### src/hw/rtl/rdlc_pkg.sv
`default_nettype none

package rdlc_pkg;

   // request opcodes
   localparam logic [1:0] OP_WEIGHT = 2'd0;
   localparam logic [1:0] OP_MEMORY = 2'd1;
   localparam logic [1:0] OP_RUN    = 2'd2;

   // fixed-point format, q3.12
   localparam int FRAC_BITS = 12;
   localparam int Q_ONE     = 4096;

   // field widths
   localparam int OP_W    = 2;
   localparam int ROW_W   = 3;
   localparam int COL_W   = 3;
   localparam int VAL_W   = 16;
   localparam int SENSE_W = 14;
   localparam int ACCEL_W = 17;
   localparam int TURN_W  = 14;
   localparam int REQ_TDATA_W = 56;
   localparam int RSP_TDATA_W = 32;

   // source of the x operand for one column
   typedef enum logic [2:0] {
      XS_ZERO,
      XS_SPEED,
      XS_ANGLE,
      XS_ONE,
      XS_MEM
   } xsel_type;

   // sequencer jump conditions
   typedef enum logic [2:0] {
      JC_NEXT,
      JC_ALWAYS,
      JC_COL_MORE,
      JC_ROW_MORE,
      JC_MEM_MORE
   } jump_type;

   typedef logic [2:0] upc_type;

   localparam upc_type UP_IDLE   = 3'd0;
   localparam upc_type UP_ISSUE  = 3'd1;
   localparam upc_type UP_DRAIN0 = 3'd2;
   localparam upc_type UP_DRAIN1 = 3'd3;
   localparam upc_type UP_ROWEND = 3'd4;
   localparam upc_type UP_MEMRD  = 3'd5;
   localparam upc_type UP_MEMWR  = 3'd6;
   localparam upc_type UP_OUT    = 3'd7;

   localparam int UCODE_DEPTH = 8;

   typedef struct packed {
      logic     issue;       // read one weight and one x operand
      logic     row_end;     // clamp accumulator, store row result
      logic     mem_rd;      // read memory value and row result
      logic     mem_wr;      // write back leaky memory update
      logic     out_load;    // load the response register
      logic     wait_start;  // hold until a run transaction arrives
      logic     wait_out;    // hold while the response is not taken
      jump_type jc;
      upc_type  target;
   } ucode_word_type;

   // control program, one word per step
   localparam ucode_word_type UCODE_ROM [UCODE_DEPTH] = '{
      '{1'b0, 1'b0, 1'b0, 1'b0, 1'b0, 1'b1, 1'b0, JC_NEXT,     UP_IDLE},
      '{1'b1, 1'b0, 1'b0, 1'b0, 1'b0, 1'b0, 1'b0, JC_COL_MORE, UP_ISSUE},
      '{1'b0, 1'b0, 1'b0, 1'b0, 1'b0, 1'b0, 1'b0, JC_NEXT,     UP_IDLE},
      '{1'b0, 1'b0, 1'b0, 1'b0, 1'b0, 1'b0, 1'b0, JC_NEXT,     UP_IDLE},
      '{1'b0, 1'b1, 1'b0, 1'b0, 1'b0, 1'b0, 1'b0, JC_ROW_MORE, UP_ISSUE},
      '{1'b0, 1'b0, 1'b1, 1'b0, 1'b0, 1'b0, 1'b0, JC_NEXT,     UP_IDLE},
      '{1'b0, 1'b0, 1'b0, 1'b1, 1'b0, 1'b0, 1'b0, JC_MEM_MORE, UP_MEMRD},
      '{1'b0, 1'b0, 1'b0, 1'b0, 1'b1, 1'b0, 1'b1, JC_ALWAYS,   UP_IDLE}
   };

endpackage

`default_nettype wire

### src/hw/rtl/recurrent_dense_layer_clamp_top.sv
`default_nettype none
// a write is taken while the sequencer is idle; after a run is accepted it issues every
// column of each row, drains, stores the row result, updates each memory value and loads
// the response; no request is taken during a run, the next one the cycle after the load;
// a response still waiting for rsp_tready holds the sequencer
// reset: control and memory valid bits clear, so memory values read as zero; weights
// hold whatever was written and are undefined until then

module recurrent_dense_layer_clamp_top #(
   parameter int N_OUT = 6,
   parameter int N_IN  = 7,
   parameter int N_MEM = 4
) (
   input  wire logic                              clock,
   input  wire logic                              reset,
   // request channel
   input  wire logic                              req_tvalid,
   output logic                                   req_tready,
   // op[1:0], row[4:2], col[7:5], value[23:8], sense_speed[37:24], sense_angle[51:38]
   input  wire logic [rdlc_pkg::REQ_TDATA_W-1:0]  req_tdata,
   // response channel
   output logic                                   rsp_tvalid,
   input  wire logic                              rsp_tready,
   // accel_out[16:0], turn_out[30:17]
   output logic [rdlc_pkg::RSP_TDATA_W-1:0]       rsp_tdata
);

   // sizes derived from the layer shape
   localparam int N_W   = N_OUT * N_IN;
   localparam int W_AW  = $clog2(N_W);
   localparam int RCW   = $clog2(N_OUT);
   localparam int CCW   = $clog2(N_IN);
   localparam int MIW   = (N_MEM > 1) ? $clog2(N_MEM) : 1;
   localparam int ACC_W = 32 + $clog2(N_IN);

   localparam logic signed [ACC_W-1:0] ACC_POS = ACC_W'(rdlc_pkg::Q_ONE);
   localparam logic signed [ACC_W-1:0] ACC_NEG = -ACC_POS;
   localparam logic signed [13:0]      Y_POS   = 14'(rdlc_pkg::Q_ONE);
   localparam logic signed [13:0]      Y_NEG   = -Y_POS;

   // request fields
   logic        [1:0]  req_op;
   logic        [2:0]  req_row;
   logic        [2:0]  req_col;
   logic signed [15:0] req_value;
   logic signed [13:0] req_speed;
   logic signed [13:0] req_angle;
   logic               req_acc;
   logic               start;

   assign req_op    = req_tdata[1:0];
   assign req_row   = req_tdata[4:2];
   assign req_col   = req_tdata[7:5];
   assign req_value = req_tdata[23:8];
   assign req_speed = req_tdata[37:24];
   assign req_angle = req_tdata[51:38];

   // sequencer
   rdlc_pkg::upc_type        pc_ff, pc_in;
   rdlc_pkg::ucode_word_type uw;
   logic                     out_busy;
   logic                     hold;
   logic                     jump;

   // counters
   logic [RCW-1:0]  row_cnt_ff, row_cnt_in;
   logic [CCW-1:0]  col_cnt_ff, col_cnt_in;
   logic [MIW-1:0]  mem_cnt_ff, mem_cnt_in;
   logic [W_AW-1:0] w_addr_ff, w_addr_in;
   logic            col_last, row_last, mem_last;

   // sensor values latched for the run
   logic signed [13:0] spd_ff, ang_ff;

   // storage
   logic signed [15:0] w_ram   [N_W];
   logic signed [15:0] mem_ram [N_MEM];
   logic signed [13:0] yb_ram  [N_MEM];
   logic [N_MEM-1:0]   mem_vld_ff;

   // datapath registers
   logic signed [15:0]     w_rd_ff;
   logic signed [15:0]     mem_rd_ff;
   logic                   mem_rvld_ff;
   logic signed [13:0]     yb_rd_ff;
   logic                   has_row_ff;
   logic                   rd_vld_ff;
   rdlc_pkg::xsel_type     xs_ff, xs_in;
   logic signed [31:0]     prod_ff;
   logic                   prod_vld_ff;
   logic signed [ACC_W-1:0] acc_ff;
   logic signed [13:0]     y0_ff, y1_ff;

   // response register
   logic                   rsp_tvalid_ff;
   logic signed [16:0]     rsp_accel_ff;
   logic signed [13:0]     rsp_turn_ff;

   // combinational datapath
   logic [MIW-1:0]          mem_raddr;
   logic [MIW-1:0]          col_maddr;
   logic [MIW-1:0]          mem_waddr;
   logic signed [15:0]      mem_wdata;
   logic                    mem_we;
   logic signed [15:0]      x_val;
   logic signed [ACC_W-1:0] acc_sh;
   logic signed [13:0]      y_clamp;
   logic signed [15:0]      m_cur;
   logic signed [13:0]      y_cur;
   logic signed [19:0]      m20;
   logic signed [19:0]      upd_sum;
   logic signed [15:0]      m_new;
   logic signed [16:0]      accel_val;
   logic                    yb_we;
   logic [MIW-1:0]          yb_waddr;
   logic                    w_we;
   logic [W_AW-1:0]         w_waddr;

   assign uw        = rdlc_pkg::UCODE_ROM[pc_ff];
   assign req_tready = uw.wait_start;
   assign req_acc   = req_tvalid && req_tready;
   assign start     = req_acc && (req_op == rdlc_pkg::OP_RUN);
   assign out_busy  = rsp_tvalid_ff && !rsp_tready;

   assign col_last  = (col_cnt_ff == CCW'(N_IN - 1));
   assign row_last  = (row_cnt_ff == RCW'(N_OUT - 1));
   assign mem_last  = (mem_cnt_ff == MIW'(N_MEM - 1));

   // next step of the control program
   always_comb begin
      hold = (uw.wait_start && !start) || (uw.wait_out && out_busy);
      case (uw.jc)
         rdlc_pkg::JC_NEXT:     jump = 1'b0;
         rdlc_pkg::JC_ALWAYS:   jump = 1'b1;
         rdlc_pkg::JC_COL_MORE: jump = !col_last;
         rdlc_pkg::JC_ROW_MORE: jump = !row_last;
         rdlc_pkg::JC_MEM_MORE: jump = !mem_last;
         default:               jump = 1'b0;
      endcase
      if (hold) begin
         pc_in = pc_ff;
      end else if (jump) begin
         pc_in = uw.target;
      end else begin
         pc_in = pc_ff + 3'd1;
      end
   end

   // counters, all cleared when a run starts
   always_comb begin
      row_cnt_in = row_cnt_ff;
      col_cnt_in = col_cnt_ff;
      mem_cnt_in = mem_cnt_ff;
      w_addr_in  = w_addr_ff;
      if (start) begin
         row_cnt_in = '0;
         col_cnt_in = '0;
         mem_cnt_in = '0;
         w_addr_in  = '0;
      end
      if (uw.issue) begin
         col_cnt_in = col_last ? '0 : col_cnt_ff + CCW'(1);
         w_addr_in  = w_addr_ff + W_AW'(1);
      end
      if (uw.row_end) begin
         row_cnt_in = row_cnt_ff + RCW'(1);
      end
      if (uw.mem_wr) begin
         mem_cnt_in = mem_cnt_ff + MIW'(1);
      end
   end

   // operand source for the column being issued
   always_comb begin
      col_maddr = MIW'(col_cnt_ff - CCW'(3));
      if (int'(col_cnt_ff) == 0) begin
         xs_in = rdlc_pkg::XS_SPEED;
      end else if (int'(col_cnt_ff) == 1) begin
         xs_in = rdlc_pkg::XS_ANGLE;
      end else if (int'(col_cnt_ff) == 2) begin
         xs_in = rdlc_pkg::XS_ONE;
      end else if (int'(col_cnt_ff) - 3 < N_MEM) begin
         xs_in = rdlc_pkg::XS_MEM;
      end else begin
         xs_in = rdlc_pkg::XS_ZERO;
      end
   end

   assign mem_raddr = uw.issue ? col_maddr : mem_cnt_ff;

   // x operand once the reads are back
   always_comb begin
      case (xs_ff)
         rdlc_pkg::XS_SPEED: x_val = 16'(spd_ff);
         rdlc_pkg::XS_ANGLE: x_val = 16'(ang_ff);
         rdlc_pkg::XS_ONE:   x_val = 16'(rdlc_pkg::Q_ONE);
         rdlc_pkg::XS_MEM:   x_val = mem_rvld_ff ? mem_rd_ff : '0;
         default:            x_val = '0;
      endcase
   end

   // floor shift back to 12 fraction bits and hard clamp to plus or minus one, as q1.12
   always_comb begin
      acc_sh = acc_ff >>> rdlc_pkg::FRAC_BITS;
      if (acc_sh > ACC_POS) begin
         y_clamp = Y_POS;
      end else if (acc_sh < ACC_NEG) begin
         y_clamp = Y_NEG;
      end else begin
         y_clamp = 14'(acc_sh);
      end
   end

   // row results for rows 2 through N_MEM+1 feed the memory update
   assign yb_we    = uw.row_end && (int'(row_cnt_ff) >= 2) && (int'(row_cnt_ff) - 2 < N_MEM);
   assign yb_waddr = MIW'(row_cnt_ff - RCW'(2));

   // leaky memory update, (7m + y) >> 3 with flooring
   always_comb begin
      m_cur   = mem_rvld_ff ? mem_rd_ff : '0;
      y_cur   = has_row_ff ? yb_rd_ff : '0;
      m20     = 20'(m_cur);
      upd_sum = (m20 <<< 3) - m20 + 20'(y_cur);
      m_new   = 16'(upd_sum >>> 3);
   end

   // memory write port, shared by the write transaction and the update sweep
   always_comb begin
      mem_we    = 1'b0;
      mem_waddr = mem_cnt_ff;
      mem_wdata = m_new;
      if (req_acc && (req_op == rdlc_pkg::OP_MEMORY) && (int'(req_col) < N_MEM)) begin
         mem_we    = 1'b1;
         mem_waddr = MIW'(req_col);
         mem_wdata = req_value;
      end else if (uw.mem_wr) begin
         mem_we = 1'b1;
      end
   end

   // weight write port
   assign w_we    = req_acc && (req_op == rdlc_pkg::OP_WEIGHT) &&
                    (int'(req_row) < N_OUT) && (int'(req_col) < N_IN);
   assign w_waddr = W_AW'(int'(req_row) * N_IN + int'(req_col));

   // acceleration reported times ten: 8y + 2y
   assign accel_val = (17'(y0_ff) <<< 3) + (17'(y0_ff) <<< 1);

   // control registers
   always_ff @(posedge clock) begin
      if (reset) begin
         pc_ff         <= rdlc_pkg::UP_IDLE;
         row_cnt_ff    <= '0;
         col_cnt_ff    <= '0;
         mem_cnt_ff    <= '0;
         w_addr_ff     <= '0;
         mem_vld_ff    <= '0;
         rd_vld_ff     <= 1'b0;
         prod_vld_ff   <= 1'b0;
         rsp_tvalid_ff <= 1'b0;
      end else begin
         pc_ff       <= pc_in;
         row_cnt_ff  <= row_cnt_in;
         col_cnt_ff  <= col_cnt_in;
         mem_cnt_ff  <= mem_cnt_in;
         w_addr_ff   <= w_addr_in;
         rd_vld_ff   <= uw.issue;
         prod_vld_ff <= rd_vld_ff;
         if (mem_we) begin
            mem_vld_ff[mem_waddr] <= 1'b1;
         end
         if (uw.out_load && !hold) begin
            rsp_tvalid_ff <= 1'b1;
         end else if (rsp_tready) begin
            rsp_tvalid_ff <= 1'b0;
         end
      end
   end

   // weight memory, registered read
   always_ff @(posedge clock) begin
      if (w_we) begin
         w_ram[w_waddr] <= req_value;
      end
      w_rd_ff <= w_ram[w_addr_ff];
   end

   // memory values, registered read
   always_ff @(posedge clock) begin
      if (mem_we) begin
         mem_ram[mem_waddr] <= mem_wdata;
      end
      mem_rd_ff   <= mem_ram[mem_raddr];
      mem_rvld_ff <= mem_vld_ff[mem_raddr];
   end

   // row result buffer for the memory update
   always_ff @(posedge clock) begin
      if (yb_we) begin
         yb_ram[yb_waddr] <= y_clamp;
      end
      yb_rd_ff   <= yb_ram[mem_cnt_ff];
      has_row_ff <= (int'(mem_cnt_ff) + 2 < N_OUT);
   end

   // multiply-accumulate and payload registers
   always_ff @(posedge clock) begin
      xs_ff   <= xs_in;
      prod_ff <= x_val * w_rd_ff;
      if (start) begin
         spd_ff <= req_speed;
         ang_ff <= req_angle;
      end
      if (uw.row_end) begin
         acc_ff <= '0;
      end else if (start) begin
         acc_ff <= '0;
      end else if (prod_vld_ff) begin
         acc_ff <= acc_ff + ACC_W'(prod_ff);
      end
      if (uw.row_end && (row_cnt_ff == RCW'(0))) begin
         y0_ff <= y_clamp;
      end
      if (uw.row_end && (row_cnt_ff == RCW'(1))) begin
         y1_ff <= y_clamp;
      end
      if (uw.out_load && !hold) begin
         rsp_accel_ff <= accel_val;
         rsp_turn_ff  <= y1_ff;
      end
   end

   assign rsp_tvalid = rsp_tvalid_ff;
   assign rsp_tdata  = {1'b0, rsp_turn_ff, rsp_accel_ff};

endmodule

`default_nettype wire
### config.mk
export PLATFORM = sky130hd
export DESIGN_NAME = recurrent_dense_layer_clamp_top
export DESIGN_NICKNAME = d
export VERILOG_FILES = /design/src/hw/rtl/rdlc_pkg.sv /design/src/hw/rtl/recurrent_dense_layer_clamp_top.sv
export SDC_FILE = /design/constraint.sdc
export NUM_CORES = 2
export LEC_CHECK = 0
export ABC_AREA = 0
export BUFFER_PORTS_ARGS = -buffer_cell sky130_fd_sc_hd__buf_2
export CAP_MARGIN = 20
export CORE_MARGIN = 5
export CORE_UTILIZATION = 35
export DETAILED_ROUTE_END_ITERATION = 8
export GPL_TIMING_DRIVEN = 0
export PLACE_DENSITY_LB_ADDON = 0.12
export SLEW_MARGIN = 25
export SYNTH_ARGS = -nofsm -noshare
export SYNTH_HDL_FRONTEND = slang
export SYNTH_SLANG_ARGS = --single-unit
### constraint.sdc
create_clock -name clock -period 6.21 [get_ports clock]
set_input_delay 0.9315 -clock clock [delete_from_list [all_inputs] [get_ports clock]]
set_output_delay 0.9315 -clock clock [all_outputs]
set_load 0.1 [all_outputs]
==> metrics.md <==
| Metric | Value |
|---|---|
| Status | `finished with violations` |
| Failing checks | `setup timing` |
| Post-Syn Area | `51000 sq um` |
| Final setup fails | `16` |
| H-tree levels | `3` |
| Number of global-route vias before repair | `about 30000` |
| Total Wirelength | `between 100 and 150 mm` |
| Synth Area in XOR/XNOR | `roughly 1.6%` |
| Tot GR Track Use | `a little under a fifth` |
| Worst reg2reg setup slack | `-0.68 ns` |
| Data arrival, critical path | `~7.5 ns` |
| Post-synthesis sequential area ratio | `a little under three fifths` |
| Rel. slew slack | `between 20% and 30%` |
| Hold Buf Count CTS | `0` |
| YS warnings | `0` |
| Area Growth Syn to Fin | `17.8%` |
| CP max-delay cell | `fa_1` |
| Die area | `around 150000 sq um` |
| Worst R2R Start | `xs_ff[1]$_SDFF_PP0_` |
| Most frequent cells in the layout | `edfxtp_1, inv_1, fa_1` |
| TritonCTS buffer count | `roughly 110` |
| Min-Delay Path Depth | `1` |
| Core Region | `between 100000 and 150000 sq um` |
| Post-synth EDFFs | `around 900` |
| Routed vias | `27700` |
| Antenna viol nets, final | `0` |
| Reg2reg end | `prod_ff[30]$_DFF_P_` |
| Critical Path RT | `6.83 ns` |
| Worst-Margin Slew | `~1.1 ns` |
| Die Span Y | `slightly below 400 um` |
| Port bufs | `a little under 90` |
| Clock transition at the registers of the reported paths | `about 0.090 ns` |
| Hold WC Path Type | `in2reg` |
| Worst Setup Path Type | `reg2reg` |
| Routability cong. | `slightly below 0.8` |
| Final #Nets | `between 4000 and 5000` |
| Root Buffer | `clkbuf_16` |
| Setup TNS | `-5.82 ns` |
| First-pass GRT wire length | `slightly above 200 mm` |
| Hold Path Sink | `spd_ff[11]$_DFFE_PP_` |
| Antenna violations before repair | `3` |
| Clock Sink Count | `1019` |
| Synth Area in Simple Gates | `~6.4%` |
| Max-cap violations | `0` |
| Top-Level Pins | `94` |
| Clk Latency, worst-skew pair | `0.74 ns` |
| Multiplexer share of the synthesized area | `11.7%` |
| Post-synthesis compound-gate area fraction | `roughly 3.9%` |
| Worst setup EP type | `flip-flop` |
| Post-synth cell types | `84` |
| Cells after Synth | `around 3300` |
| Peak Freq | `about 150 MHz` |
| Starting Density | `around a third` |
| Max-slew violation count | `0` |
| CP max FO | `5` |
| Most Frequent Cell on Critical Path | `fa_1` |
| Share of layout cells above drive strength 1 | `approximately a quarter` |
| Row cnt | `140` |
| Minimum clock period after layout | `slightly below 7 ns` |
| Adder-cell share of the synthesized area | `between 10% and 20%` |
| Yosys reg bits | `between 1000 and 1500` |
| Min-delay src | `req_tdata[35]` |
| Fin. Hold Viols | `0` |
| CTS tree | `done` |
| Avg Cell Area, Syn | `between 15 and 20 sq um` |
| DRC Markers | `0` |
| Die width | `392 um` |
| Main combinational cell family by area after synthesis | `adder cells` |
| Routed len/inst | `roughly 24 um` |
| Final hold slack | `0.385 ns` |
| Bufs on Longest Clock Path | `3` |
| CP peak stage delay | `approximately 0.56 ns` |
| Largest net degree at the start of global routing | `44` |
| Final Skew | `approximately 0.07 ns` |
| RSZ-0062 raised after global routing | `true` |
| R2R cell count | `28` |
| Total gr overflow | `0` |
| Commonest non-fill, non-tap cell in the layout | `edfxtp_1` |
| Post-DP HPWL | `slightly below 100 mm` |
| First-pass iteration count of the detailed router | `8` |
| Final worst slack | `-0.676 ns` |
| Most used DFF post-synth | `edfxtp_1` |
| Async set-reset flop share out of synthesis | `0%` |
| Worst setup SP type | `flip-flop` |
| Pre-CTS WS | `-2.04 ns` |
| Drt initial violations | `1500` |
| Via density | `4.91` |
| Final cycle utilization of the critical path | `111%` |
cells in the mapped netlist, types with 64 or more instances:
library cell,count,area (sq um)
edfxtp_1,878,26400
inv_1,363,1360
fa_1,284,5690
mux4_2,239,5380
nand2_1,186,698
nor2_1,178,668
ha_1,172,2150
and2_1,159,995
dfxtp_1,141,2820
a21oi_1,93,465
clkbuf_1,81,304
xnor2_1,64,561
sequential cells by signal, indices dropped and copies added, names as in the netlist, 4 cells and up:
signal        cells
rsp_accel_ff     16
yb_ram           56
y1_ff            14
rsp_turn_ff      14
spd_ff           14
w_rd_ff          16
mem_ram          64
prod_ff          32
w_ram           672
mem_vld_ff        4
ang_ff           14
w_addr_ff         6
y0_ff            14
acc_ff           35
yb_rd_ff         14
mem_rd_ff        16
repair_timing:
action                                  in CTS  in global routing
hold endpoints to repair                     0                  0
pin swaps                                   87                 81
gates cloned                                 2                  0
gates resized for setup                    173                 82
buffers inserted                            53                 26
endpoints found under the setup margin      24                 20
area by class of cell:
type	instances	area (sq um)
Antenna cell	1	2.50
Buffer	118	772
Clock buffer	148	2980
Clock inverter	56	613
Fill cell	13400	85200
Inverter	363	1360
Multi-Input combinational cell	1811	21000
Sequential cell	1019	29200
Tap cell	1917	2400
Timing Repair Buffer	211	1710
worst max-delay path by stage:
stage,start,end,slack (ns),depth (start not counted)
detailed placement,mem_rvld_ff$_DFF_P_,prod_ff[31]$_DFF_P_,-2.04,26
global placement,xs_ff[0]$_SDFF_PP1_,prod_ff[31]$_DFF_P_,-2.10,28
finish,xs_ff[1]$_SDFF_PP0_,prod_ff[30]$_DFF_P_,-0.68,28
CTS,xs_ff[1]$_SDFF_PP0_,prod_ff[30]$_DFF_P_,-0.78,26
floorplan,xs_ff[1]$_SDFF_PP0_,prod_ff[31]$_DFF_P_,-0.04,28
global route,xs_ff[1]$_SDFF_PP0_,prod_ff[28]$_DFF_P_,-0.86,29
worst max-delay path: cells and delay by family, from the launching register on:
kind | cells | cell delay [ns]
AO/OA/AOI/OAI | 5 | 0.98
flip-flops | 1 | 0.38
buffers and inverters | 8 | 0.75
AND/OR/NAND/NOR | 7 | 1.32
adder cells (fa/ha/maj) | 7 | 3.19
XOR/XNOR | 1 | 0.17
logic make-up (layout without fill, tap and decap cells):
kind of cell	Yosys count	in the layout
flops	1019	1019
other cells	1	3
compound gates	299	299
xor+xnor	94	94
simple gates	667	667
fa+ha+maj	456	456
buf+inv	481	896
mux	293	293
stage by stage:
stage | instances | utilization (%) | cell area (sq um)
after floorplan | 3311 | - | 51100
after global placement | 5315 | 37.2 | 54000
after detailed placement | 5357 | 37.7 | 54700
after CTS | 5616 | 41.0 | 59500
after global routing | 5643 | 41.3 | 60000
final | 5644 | 41.3 | 60000
routing by layer:
metal,up-vias,global-route usage (%),part of all wire [%]
met5,-,0,0.018
met4,4,4.32,2.3
met3,180,2.42,3.2
met2,416,31.6,51
met1,14500,24.0,44
li1,12600,-,-
Power is not shown: default switching activity piles up to over one toggle a cycle in this logic, so the estimate is an artifact.
